`config.mk`:
```
export PLATFORM = sky130hd
export DESIGN_NAME = baro_sensor_compensation
export DESIGN_NICKNAME = d
export VERILOG_FILES = /design/src/rtl/bsc_pkg.sv /design/src/rtl/bsc_div.sv /design/src/rtl/bsc_dp.sv /design/src/rtl/bsc_ctrl.sv /design/src/rtl/baro_sensor_compensation.sv
export SDC_FILE = /design/constraint.sdc
export NUM_CORES = 2
export LEC_CHECK = 0
export BUFFER_PORTS_ARGS = -buffer_cell sky130_fd_sc_hd__buf_2
export CAP_MARGIN = 30
export CORE_MARGIN = 5
export CORE_UTILIZATION = 40
export DETAILED_ROUTE_END_ITERATION = 8
export GPL_TIMING_DRIVEN = 1
export SETUP_SLACK_MARGIN = 0.02
export SLEW_MARGIN = 25
export SYNTH_ARGS = -nofsm -noshare
export SYNTH_HDL_FRONTEND = slang
export SYNTH_SLANG_ARGS = --single-unit
```
`constraint.sdc`:
```
create_clock -name clk -period 53.2 [get_ports clk]
set_input_delay 15.96 -clock clk [delete_from_list [all_inputs] [get_ports clk]]
set_output_delay 15.96 -clock clk [all_outputs]
set_load 0.005 [all_outputs]
```
`src/rtl/bsc_pkg.sv`:
```
// Shared types and constants for the barometric compensation block.
// Used by bsc_ctrl, bsc_dp and baro_sensor_compensation.
`default_nettype none
package bsc_pkg;

	localparam int unsigned CfgIdxW = 2;
	localparam int unsigned CfgDataW = 64;

	localparam logic [CfgIdxW-1:0] REG_CAL_A = 2'd0;
	localparam logic [CfgIdxW-1:0] REG_CAL_B = 2'd1;
	localparam logic [CfgIdxW-1:0] REG_CAL_C = 2'd2;
	localparam logic [CfgIdxW-1:0] REG_OSS   = 2'd3;

	localparam logic [1:0] OSS_RESET = 2'd2;

	// datapath micro-operations, one per controller step
	typedef enum logic [4:0] {
		OP_NOP,
		OP_T1, OP_T2, OP_T3, OP_TDIV, OP_T5,
		OP_P1, OP_P2, OP_P3, OP_P4, OP_P5, OP_P6, OP_P7, OP_P8, OP_P9,
		OP_PDIV, OP_Q1, OP_Q2, OP_Q3, OP_Q4, OP_Q5
	} dp_op_t;

	typedef enum logic [1:0] {
		ST_IDLE,
		ST_RUN,
		ST_WAIT_DIV,
		ST_OUT
	} ctrl_state_t;

	typedef struct packed {
		dp_op_t op;
		logic   load;    // capture input beat
		logic   div_go;  // start divider
	} dp_cmd_t;

	typedef struct packed {
		logic div_busy;
		logic div_zero;  // divisor of the current step is zero
	} dp_stat_t;

endpackage
`default_nettype wire

```
`src/rtl/bsc_div.sv`:
```
// Iterative 32-bit unsigned divider, one quotient bit per cycle.
// Used by bsc_dp for both the temperature and pressure divisions.
`default_nettype none
module bsc_div (
	input  wire logic        clk,
	input  wire logic        arst_n,
	input  wire logic        start,
	input  wire logic [31:0] dividend,
	input  wire logic [31:0] divisor,
	output logic             busy,
	output logic [31:0]      quotient
);
	logic [31:0] rem_q, quo_q, dvs_q;
	logic [5:0]  cnt_q;
	logic [32:0] trial;

	assign trial = {rem_q, quo_q[31]} - {1'b0, dvs_q};
	assign busy = (cnt_q != 6'd0);
	assign quotient = quo_q;

	always_ff @(posedge clk or negedge arst_n) begin
		if (!arst_n) begin
			cnt_q <= '0;
		end else if (start) begin
			cnt_q <= 6'd32;
		end else if (busy) begin
			cnt_q <= cnt_q - 6'd1;
		end
	end

	always_ff @(posedge clk) begin
		if (start) begin
			rem_q <= '0;
			quo_q <= dividend;
			dvs_q <= divisor;
		end else if (busy) begin
			if (!trial[32]) begin
				rem_q <= trial[31:0];
				quo_q <= {quo_q[30:0], 1'b1};
			end else begin
				rem_q <= {rem_q[30:0], quo_q[31]};
				quo_q <= {quo_q[30:0], 1'b0};
			end
		end
	end
endmodule
`default_nettype wire

```
`src/rtl/bsc_dp.sv`:
```
// Compensation datapath: calibration registers, B5 store, working registers,
// one multiplier and the shared divider. Depends on bsc_pkg and bsc_div.
`default_nettype none
module bsc_dp (
	input  wire logic                           clk,
	input  wire logic                           arst_n,
	input  wire logic                           cfg_we,
	input  wire logic [bsc_pkg::CfgIdxW-1:0]    cfg_idx,
	input  wire logic [bsc_pkg::CfgDataW-1:0]   cfg_data,
	input  wire bsc_pkg::dp_cmd_t               dp_cmd,
	input  wire logic                           in_cmd,
	input  wire logic [23:0]                    in_raw,
	output bsc_pkg::dp_stat_t                   stat,
	output logic                                res_kind,
	output logic signed [31:0]                  res_value,
	output logic                                res_err
);
	import bsc_pkg::*;

	logic [63:0] cal_a_q, cal_b_q;
	logic [31:0] cal_c_q;
	logic [1:0]  oss_q;
	logic signed [31:0] b5_q;

	logic        kind_q, err_q;
	logic [23:0] raw_q;
	logic signed [31:0] a_q, b_q, c_q, d_q, e_q;  // working registers

	logic signed [31:0] ac1, ac2, ac3, b1, b2, mc, md, ac4, ac5, ac6;
	assign ac1 = 32'(signed'(cal_a_q[63:48]));
	assign ac2 = 32'(signed'(cal_a_q[47:32]));
	assign ac3 = 32'(signed'(cal_a_q[31:16]));
	assign ac4 = {16'd0, cal_a_q[15:0]};
	assign ac5 = {16'd0, cal_b_q[63:48]};
	assign ac6 = {16'd0, cal_b_q[47:32]};
	assign b1  = 32'(signed'(cal_b_q[31:16]));
	assign b2  = 32'(signed'(cal_b_q[15:0]));
	assign mc  = 32'(signed'(cal_c_q[31:16]));
	assign md  = 32'(signed'(cal_c_q[15:0]));

	// multiplier operands chosen per step; only the low word is kept
	logic signed [31:0] mul_a, mul_b, mul_p;
	assign mul_p = mul_a * mul_b;

	// divider with sign handling
	logic        div_busy;
	logic [31:0] div_q, dvd_u, dvs_u;
	logic signed [31:0] dvd_s, dvs_s;
	logic        signed_div, neg_q;

	bsc_div u_div (
		.clk(clk), .arst_n(arst_n), .start(dp_cmd.div_go),
		.dividend(dvd_u), .divisor(dvs_u), .busy(div_busy), .quotient(div_q)
	);

	// temperature: (MC<<11)/den signed; pressure: b7*2/b4 or b7/b4 unsigned
	always_comb begin
		signed_div = (kind_q == 1'b0);
		dvd_s = mc <<< 11;
		dvs_s = c_q;
		if (signed_div) begin
			dvd_u = dvd_s[31] ? 32'(-dvd_s) : dvd_s;
			dvs_u = dvs_s[31] ? 32'(-dvs_s) : dvs_s;
		end else begin
			dvd_u = (d_q[31]) ? d_q : (d_q << 1);
			dvs_u = c_q;
		end
	end

	logic signed [31:0] div_res;
	assign div_res = neg_q ? 32'(-div_q) : div_q;

	// p straight from the divider: doubled afterwards when b7 had its top bit set
	logic signed [31:0] p_div;
	assign p_div = d_q[31] ? (div_q << 1) : div_q;

	logic signed [31:0] up, b6;
	assign up = 32'(raw_q >> (4'd8 - {2'b0, oss_q}));
	assign b6 = b5_q - 32'sd4000;

	// truncating divide by 4 and 16
	function automatic logic signed [31:0] sdiv4(input logic signed [31:0] v);
		return (v + (v[31] ? 32'sd3 : 32'sd0)) >>> 2;
	endfunction
	function automatic logic signed [31:0] sdiv16(input logic signed [31:0] v);
		return (v + (v[31] ? 32'sd15 : 32'sd0)) >>> 4;
	endfunction

	always_comb begin
		mul_a = '0;
		mul_b = '0;
		unique case (dp_cmd.op)
			OP_T1: begin mul_a = 32'({8'd0, raw_q[23:8]}) - ac6; mul_b = ac5; end
			OP_P1: begin mul_a = b6; mul_b = b6; end
			OP_P2: begin mul_a = b2; mul_b = a_q; end
			OP_P3: begin mul_a = ac2; mul_b = b6; end
			OP_P5: begin mul_a = ac3; mul_b = b6; end
			OP_P6: begin mul_a = b1; mul_b = a_q; end
			OP_P7: begin mul_a = ac4; mul_b = c_q + 32'sd32768; end
			OP_P8: begin mul_a = up - b_q; mul_b = 32'(32'd50000 >> oss_q); end
			OP_Q1: begin mul_a = p_div >>> 8; mul_b = p_div >>> 8; end
			OP_Q2: begin mul_a = b_q; mul_b = 32'sd3038; end
			OP_Q3: begin mul_a = -32'sd7357; mul_b = a_q; end
			default: ;
		endcase
	end

	// temperature: a=x1, c=den, b=b5.  pressure: a=sq, b=b3, c=x3/b4, d=b7
	always_ff @(posedge clk) begin
		if (dp_cmd.load) begin
			kind_q <= in_cmd;
			raw_q  <= in_raw;
			err_q  <= 1'b0;
		end
		unique case (dp_cmd.op)
			OP_T1: a_q <= mul_p >>> 15;
			OP_T2: c_q <= a_q + md;
			OP_T3: begin
				neg_q <= dvd_s[31] ^ c_q[31];
				err_q <= (c_q == 0);
			end
			OP_T5: begin
				b_q <= a_q + div_res;
				e_q <= sdiv16(a_q + div_res + 32'sd8);
			end
			OP_P1: a_q <= mul_p >>> 12;
			OP_P2: e_q <= mul_p >>> 11;
			OP_P3: e_q <= e_q + (mul_p >>> 11);
			OP_P4: b_q <= sdiv4(((ac1 * 4 + e_q) << oss_q) + 32'sd2);
			OP_P5: e_q <= mul_p >>> 13;
			OP_P6: c_q <= sdiv4(e_q + (mul_p >>> 16) + 32'sd2);
			OP_P7: c_q <= 32'(unsigned'(mul_p) >> 15);
			OP_P8: d_q <= mul_p;
			OP_P9: begin
				neg_q <= 1'b0;
				err_q <= (c_q == 0);
			end
			OP_Q1: begin
				a_q <= p_div;
				b_q <= mul_p;
			end
			OP_Q2: b_q <= mul_p >>> 16;
			OP_Q3: b_q <= b_q + (mul_p >>> 16);
			OP_Q4: e_q <= a_q + sdiv16(b_q + 32'sd3791);
			default: ;
		endcase
	end

	always_ff @(posedge clk or negedge arst_n) begin
		if (!arst_n) begin
			cal_a_q <= '0;
			cal_b_q <= '0;
			cal_c_q <= '0;
			oss_q   <= OSS_RESET;
			b5_q    <= '0;
		end else begin
			if (cfg_we) begin
				unique case (cfg_idx)
					REG_CAL_A: cal_a_q <= cfg_data;
					REG_CAL_B: cal_b_q <= cfg_data;
					REG_CAL_C: cal_c_q <= cfg_data[31:0];
					REG_OSS:   oss_q   <= cfg_data[1:0];
					default: ;
				endcase
			end
			if (dp_cmd.op == OP_T5 && !err_q) begin
				b5_q <= a_q + div_res;
			end
		end
	end

	assign stat.div_busy = div_busy;
	assign stat.div_zero = err_q;
	assign res_kind  = kind_q;
	assign res_err   = err_q;
	assign res_value = err_q ? 32'sd0 : e_q;
endmodule
`default_nettype wire

```
`src/rtl/bsc_ctrl.sv`:
```
// Sequencer for the compensation datapath: steps through micro-operations,
// waits on the divider, holds the result beat. Depends on bsc_pkg.
`default_nettype none
module bsc_ctrl (
	input  wire logic              clk,
	input  wire logic              arst_n,
	input  wire logic              in_valid,
	input  wire logic              in_cmd,
	output logic                   in_ready,
	output logic                   out_valid,
	input  wire logic              out_ready,
	input  wire bsc_pkg::dp_stat_t stat,
	output bsc_pkg::dp_cmd_t       dp_cmd
);
	import bsc_pkg::*;

	ctrl_state_t state_q, state_d;
	dp_op_t      op_q, op_d;

	always_ff @(posedge clk or negedge arst_n) begin
		if (!arst_n) begin
			state_q <= ST_IDLE;
			op_q    <= OP_NOP;
		end else begin
			state_q <= state_d;
			op_q    <= op_d;
		end
	end

	always_comb begin
		state_d = state_q;
		op_d = op_q;
		in_ready = 1'b0;
		out_valid = 1'b0;
		dp_cmd = '{op: OP_NOP, load: 1'b0, div_go: 1'b0};
		unique case (state_q)
			ST_IDLE: begin
				in_ready = 1'b1;
				if (in_valid) begin
					dp_cmd.load = 1'b1;
					op_d = in_cmd ? OP_P1 : OP_T1;
					state_d = ST_RUN;
				end
			end
			ST_RUN: begin
				dp_cmd.op = op_q;
				unique case (op_q)
					OP_T3, OP_P9: begin
						// check divisor: zero means error result directly
						state_d = ST_WAIT_DIV;
						op_d = (op_q == OP_T3) ? OP_TDIV : OP_PDIV;
					end
					OP_T5, OP_Q4: state_d = ST_OUT;
					OP_T1: op_d = OP_T2;
					OP_T2: op_d = OP_T3;
					OP_P1: op_d = OP_P2;
					OP_P2: op_d = OP_P3;
					OP_P3: op_d = OP_P4;
					OP_P4: op_d = OP_P5;
					OP_P5: op_d = OP_P6;
					OP_P6: op_d = OP_P7;
					OP_P7: op_d = OP_P8;
					OP_P8: op_d = OP_P9;
					OP_Q1: op_d = OP_Q2;
					OP_Q2: op_d = OP_Q3;
					OP_Q3: op_d = OP_Q4;
					default: state_d = ST_OUT;
				endcase
			end
			ST_WAIT_DIV: begin
				if (stat.div_zero) begin
					state_d = ST_OUT;
				end else if (op_q == OP_TDIV || op_q == OP_PDIV) begin
					dp_cmd.div_go = 1'b1;
					op_d = (op_q == OP_TDIV) ? OP_T5 : OP_Q1;
				end else if (!stat.div_busy) begin
					state_d = ST_RUN;
				end
			end
			ST_OUT: begin
				out_valid = 1'b1;
				if (out_ready) begin
					state_d = ST_IDLE;
				end
			end
			default: state_d = ST_IDLE;
		endcase
	end
endmodule
`default_nettype wire

```
`src/rtl/baro_sensor_compensation.sv`:
```
// Barometric sensor compensation, temperature and pressure.
// Each beat runs its micro-operation sequence, waits on the divider, then presents its result.
// A zero divisor skips the divider and yields an error result.
// One beat in flight; output held until taken, next input accepted the cycle after,
// so a new beat is not accepted until the result of the previous one has been taken.
// arst_n clears calibration to zero, oversampling to 2 and stored B5 to zero.
`default_nettype none
module baro_sensor_compensation (
	input  wire logic        clk,
	input  wire logic        arst_n,
	input  wire logic        cfg_we,
	input  wire logic [1:0]  cfg_idx,
	input  wire logic [63:0] cfg_data,
	input  wire logic        s_tvalid,
	output logic             s_tready,
	input  wire logic [23:0] s_tdata,   // raw_sample[23:0]
	input  wire logic        s_tuser,   // cmd
	output logic             m_tvalid,
	input  wire logic        m_tready,
	output logic [39:0]      m_tdata,   // value[31:0], div_error[32], zero pad
	output logic             m_tuser    // kind
);
	import bsc_pkg::*;

	dp_cmd_t  dp_cmd;
	dp_stat_t dp_stat;
	logic signed [31:0] res_value;
	logic res_err;

	// sequencer
	bsc_ctrl u_ctrl (
		.clk(clk), .arst_n(arst_n),
		.in_valid(s_tvalid), .in_cmd(s_tuser), .in_ready(s_tready),
		.out_valid(m_tvalid), .out_ready(m_tready),
		.stat(dp_stat), .dp_cmd(dp_cmd)
	);

	// arithmetic and calibration storage
	bsc_dp u_dp (
		.clk(clk), .arst_n(arst_n),
		.cfg_we(cfg_we), .cfg_idx(cfg_idx), .cfg_data(cfg_data),
		.dp_cmd(dp_cmd), .in_cmd(s_tuser), .in_raw(s_tdata),
		.stat(dp_stat), .res_kind(m_tuser), .res_value(res_value), .res_err(res_err)
	);

	assign m_tdata = {7'd0, res_err, res_value};
endmodule
`default_nettype wire

```
Word level (Yosys, flattened, before mapping)
Cells that the tools add are included.
{"block": "word_totals", "register_bits": 490, "in_bits": 96, "output_inout_bits": 43, "wordCells": 174}
{"block": "classes", "n_addsub": 25, "multipliers": 1, "eq_ne": 48, "shift": 3, "n_mux": 50, "bitwise_logic": 1, "reduce_logical": 26}
{"operator": "2-to-1 mux 32 bit", "n": 11}
{"operator": "case mux 32 bit (11 select lines)", "n": 1}
{"operator": "case mux 32 bit (5 select lines)", "n": 2}
{"operator": "case mux 32 bit (7 select lines)", "n": 1}
{"operator": "case mux 32 bit (3 select lines)", "n": 2}
{"operator": "adder 32 bit", "n": 4}
{"operator": "adder 32 x 16 -> 32 bit", "n": 3}
{"operator": "equality test 5 x 4 -> 1 bit (second input constant)", "n": 15}
{"operator": "case mux 5 bit (14 select lines)", "n": 1}
{"operator": "adder 32 x 3 -> 32 bit (second input constant)", "n": 2}
{"operator": "negation 32 bit", "n": 2}
{"operator": "equality test 5 bit (second input constant)", "n": 7}
{"operator": "subtractor 33 x 32 -> 33 bit", "n": 1}
{"operator": "adder 18 x 32 -> 32 bit", "n": 1}
{"operator": "adder 32 x 13 -> 32 bit (second input constant)", "n": 1}
{"operator": "adder 32 x 17 -> 32 bit (second input constant)", "n": 1}
{"operator": "adder 32 x 21 -> 32 bit", "n": 1}
{"operator": "adder 32 x 28 -> 32 bit", "n": 1}
{"operator": "adder 32 x 5 -> 32 bit", "n": 1}
{"operator": "adder 32 x 5 -> 32 bit (second input constant)", "n": 1}
{"operator": "logical NOT 32 bit", "n": 1}
{"operator": "multiplier 32 x 32 -> 32 bit", "n": 1}
{"operator": "negation 27 -> 32 bit", "n": 1}
{"operator": "<< shifter 32 x 2 -> 32 bit", "n": 1}
{"operator": "40 further kinds", "n": 91}

Logic depth before layout (Yosys ltp)
{"block": "logic_depth", "word_depth": 11, "depth_mapped": 76, "depth_no_buf": 70}

Hierarchy
Synthesis repeated with hierarchy kept, for this count alone.
{"block": "hier_totals", "hier_cells": 7136, "hier_area_um2": 61770.5}
{"mod": "bsc_dp", "n_inst": 1, "cells_each": 6431, "area_per_inst_um2": 54957.7, "seq_area_each_um2": 10351.2}
{"mod": "bsc_div", "n_inst": 1, "cells_each": 597, "area_per_inst_um2": 5979.5, "seq_area_each_um2": 2712.6}
{"mod": "bsc_ctrl", "n_inst": 1, "cells_each": 99, "area_per_inst_um2": 769.5, "seq_area_each_um2": 175.2}
{"mod": "baro_sensor_compensation", "n_inst": 1, "cells_each": 9, "area_per_inst_um2": 63.8, "seq_area_each_um2": 0.0}

Least setup slack after synthesis
No wires, ideal clock.
{"block": "synth_path", "kind": "reg-to-reg", "from": "register u_dp.oss_q[0]", "to": "register u_dp.c_q[29] (data pin)", "setup_time_ns": 0.131, "arrival_ns": 20.206, "required_time_ns": 53.069, "path_slack_ns": 32.863, "path_stages_with_launch": 70, "path_buffers": 7, "synth_period_minus_slack_ns": 20.337, "cell_sequence": "dfrtp_1 -> clkbuf_1 -> clkbuf_1 -> buf_1 -> clkbuf_1 -> buf_1 -> clkbuf_1 -> buf_1 -> mux2i_1 -> mux2i_1 -> mux2i_1 -> ha_1 -> fa_1 -> nand2b_1 -> a21oi_1 -> a2bb2oi_1 -> a32o_1 -> a31oi_2 -> [... 34 more ...] -> nor2_1 -> o31a_1 -> a21oi_1 -> a21oi_1 -> o41ai_1 -> xnor2_1 -> xnor2_1 -> ha_1 -> nand2_1 -> nor3_1 -> a221o_1 -> o2111ai_4 -> nor4_4 -> nand4_2 -> or4b_4 -> or4_4 -> a21oi_2 -> a31o_1"}
{"block": "synth_between", "elab_chain_len": 10, "word_cells_on_any_way": 12, "classes_between": "5 x add/sub; 1 x mul; 2 x shift; 4 x mux"}
{"element": "from (decl)", "line_no": "bsc_dp.sv:22", "text": "logic [1:0] oss_q;"}
{"element": "from (signal assigned)", "line_no": "bsc_dp.sv:162", "text": "REG_OSS: oss_q <= cfg_data[1:0];"}
{"element": "subtractor 4 x 2 -> 4 bit", "line_no": "bsc_dp.sv:78", "text": "assign up = 32'(raw_q >> (4'd8 - {2'b0, oss_q}));"}
{"element": "right shift 24 x 4 -> 32 bit", "line_no": "bsc_dp.sv:78"}
{"element": "subtractor 32 bit", "line_no": "bsc_dp.sv:100", "text": "OP_P8: begin mul_a = up - b_q; mul_b = 32'(32'd50000 >> oss_q); end"}
{"element": "case mux 32 bit (11 select lines)", "line_no": "bsc_dp.sv:92", "text": "unique case (dp_cmd.op)"}
{"element": "multiplier 32 x 32 -> 32 bit *", "line_no": "bsc_dp.sv:43", "text": "assign mul_p = mul_a * mul_b;"}
{"element": "named net u_dp.mul_p[31]", "line_no": "bsc_dp.sv:42", "text": "logic signed [31:0] mul_a, mul_b, mul_p;"}
{"element": "adder 32 x 16 -> 32 bit *", "line_no": "bsc_dp.sv:131", "text": "OP_P6: c_q <= sdiv4(e_q + (mul_p >>> 16) + 32'sd2);"}
{"element": "adder 32 x 3 -> 32 bit *", "line_no": "bsc_dp.sv:131"}
{"element": "2-to-1 mux 2 bit", "line_no": "bsc_dp.sv:83", "text": "return (v + (v[31] ? 32'sd3 : 32'sd0)) >>> 2;"}
{"element": "adder 32 bit *", "line_no": "bsc_dp.sv:83"}
{"element": "case mux 32 bit (3 select lines) *", "line_no": "bsc_dp.sv:115", "text": "unique case (dp_cmd.op)"}
{"element": "to (signal assigned)", "line_no": "bsc_dp.sv:117", "text": "OP_T2: c_q <= a_q + md;"}
{"element": "to (signal assigned)", "line_no": "bsc_dp.sv:131"}
{"element": "to (signal assigned)", "line_no": "bsc_dp.sv:132", "text": "OP_P7: c_q <= 32'(unsigned'(mul_p) >> 15);"}
{"element": "to (decl)", "line_no": "bsc_dp.sv:27", "text": "logic signed [31:0] a_q, b_q, c_q, d_q, e_q;"}
Mark *: on every way through the listed nets, which the timed path passes. The rest lies on a longest branch.
A chain may end at the register's enable or synchronous reset.

Worst setup path after layout
Ends and elaborated chain as after synthesis.

==> metrics.cfg <==
[detailed_routing]
firstDrtPassIters=6
via_per_inst=5.96
drcViolationCount=0
wl_um=240000
avgRoutedWirePerCell_um=26.5
drtIter0Drc=5606
num_vias=53900
drt.antenna.violating_nets=0

[min_path]
hold_start=u_dp.u_div.rem_q[1]
hold_end=u_dp.u_div.rem_q[1]
whs_path_depth=2
min_path_type=flop to flop

[clocking]
cts_tree=built
numClockSinks=486
cts_resized=0
ctsHtreeMaxLevel=2
clk_pin_slew_ns=0.06
postCtsSetupRepairBufs=0
clk_latency_ns=0.67
cts_buffer_depth=3
cts_buffers=56
ctsHoldBuffers=0
clockRootBuffer=clkbuf_16

[critical_path]
crit_fanout=37
end_kind=flop
r2r_start=u_dp.oss_q[0]
r2r-end=u_dp.c_q[29]
cpMaxStageDelayCell=o41ai_2
critPathKind=flop to flop
cp.required_ns=53.71
worst_setup_path_start_kind=flop
rr_worst_depth=70
cp_slowest_stage_delay_ns=0.89
cp.arrival_ns=22.48
rrSetupSlack_ns=31.23

[logic_synthesis]
ys_ff_latch=486
syn_area_per_cell_um2=8.72
synth-seq-area-share_pct=22.0
synth.distinct_cells=116
synth_edf_count=247
ys.warnings.count=0
syn_inst=6918
synth_area_um2=60300
async_flop_share_pct=42.6
synth_ff_type=edfxtp_1

[cells_and_area]
reg_top3=u_dp.cal_a_q (64), u_dp.cal_b_q (64)
finalNetCount=7986
final_cell_mix=inv_1, nor2_1, nand2_1, ha_1, fa_1
final_common_cell=inv_1
fill_cells=14800
syn2layout_area_growth_pct=9.17
drive_gt1_share_pct=11.3

[global_routing]
grt_pass1_wl_um=347000
grt_max_degree=80
grt_overflow_total=0
track_usage_pct=29.4
antenna_found_initial=19
grt_pass1_vias=51800

[power]
p_leak_uw=0.0287
total_power_uw=4260
irDropWorstVdd_v=0.0000465
power-per-cell-area_nw_per_um2=64.7

[timing]
hold_slack_ns=0.480
fin_crit_sh_pct=41.3
max-slew-margin-rel_pct=30.0
maxSlewViolCount=0
min_period_ns=21.97
worst_pin_slew_ns=1.05
finalHoldViolCount=0
finalSetupViolCount=0
setup-tns-final_ns=0
rsz0062_at_grt=no
max_freq_mhz=45.5
fin_skew_ns=0.0259

[place]
hpwl_um=189000
routabilityCongestion=1.02
portBuffers=127

[die]
core-area_um2=150000
ios=139
start_util_pct=40.3
die_y_um=398
rows=142
die-area_um2=159000
die_x_um=398

[outcome]
status=complete, no violations

[flow_run]
maxCapViolations=0

==> area by class of cell <==
cell class	count	area, um^2	area share (%)
multi-input combinational	5393	43300	65.9
sequential	486	13200	20.1
inverter	743	2790	4.24
tap	2016	2520	3.83
timing repair buffer	299	2000	3.03
clock buffer	75	1650	2.51
clock inverter	31	262	0.397
antenna	6	15.0	0.0228
==> cell families (layout without fill, tap and decap cells) <==
| logic type | after synthesis | after routing | share of synthesized area [%] |
|---|---|---|---|
| muxes | 339 | 339 | 6.19 |
| and+or+nand+nor | 2057 | 2057 | 16.0 |
| adders and majority gates | 911 | 911 | 24.2 |
| buffers and inverters | 1049 | 1148 | 6.62 |
| xor gates and xnor gates | 558 | 558 | 8.27 |
| DFF | 486 | 486 | 22.0 |
| other | 1 | 17 | 0.00622 |
| AOI/OAI and AO/OA | 1517 | 1517 | 16.8 |
==> critical path, delay by kind of cell (launching register included) <==
| family | cells | cell delay, ns |
|---|---|---|
| xor+xnor | 15 | 4.04 |
| simple gates | 12 | 3.41 |
| buf+inv | 11 | 2.27 |
| compound gates | 19 | 5.57 |
| flops | 1 | 0.80 |
| fa+ha+maj | 13 | 5.63 |
==> worst max path at each step <==
stage	start	to	slack (ns)	cells after the start
after global routing	u_dp.oss_q[0]	u_dp.c_q[29]	30.46	70
after CTS	u_dp.oss_q[0]	u_dp.c_q[29]	31.50	69
after global placement	u_dp.oss_q[1]	u_dp.c_q[29]	31.64	68
after detailed placement	u_dp.oss_q[0]	u_dp.c_q[29]	31.57	69
after floorplan	u_dp.oss_q[0]	u_dp.c_q[29]	32.86	69
final	u_dp.oss_q[0]	u_dp.c_q[29]	31.23	70
==> cell usage after synthesis, types with 105 or more instances <==
cell / count / area share (%)
a21oi_1: 339 / 2.8
clkbuf_1: 239 / 1.5
dfrtp_1: 206 / 8.6
edfxtp_1: 247 / 12
fa_1: 428 / 14
ha_1: 483 / 10
inv_1: 740 / 4.6
mux2_2: 230 / 4.3
mux2i_1: 105 / 1.7
nand2_1: 568 / 3.5
nand2b_1: 121 / 1.3
nand3_1: 135 / 1.1
nor2_1: 691 / 4.3
nor3_1: 114 / 0.95
o21ai_0: 389 / 3.2
xnor2_1: 383 / 5.6
xor2_1: 167 / 2.4
==> routing by layer <==
| metal | track usage [%] | up-vias | share of wire [%] |
|---|---|---|---|
| met5 | 0 | - | 0.022 |
| met4 | 14.4 | 8 | 5.8 |
| met3 | 5.92 | 532 | 9.8 |
| met2 | 45.6 | 2610 | 44 |
| met1 | 39.4 | 26700 | 41 |
| li1 | - | 24100 | - |
==> report_power, final <==
group          switching (uW)  leakage, uW  internal, uW
clock network             186     0.000925           226
logic                    1990       0.0227          1130
registers                 169      0.00508           559
==> stage by stage <==
stage | setup slack [ns] | instance area (um^2) | cells | util [%]
after detailed placement | 31.57 | 63800 | 8931 | 42.6
after global routing | 30.46 | 65800 | 9044 | 43.9
after floorplan | 32.86 | 60300 | 6928 | -
final | 31.23 | 65800 | 9049 | 43.9
after global placement | 31.64 | 63700 | 8923 | 42.5
after CTS | 31.50 | 65700 | 9037 | 43.9
(Power assumes the default switching activity.)
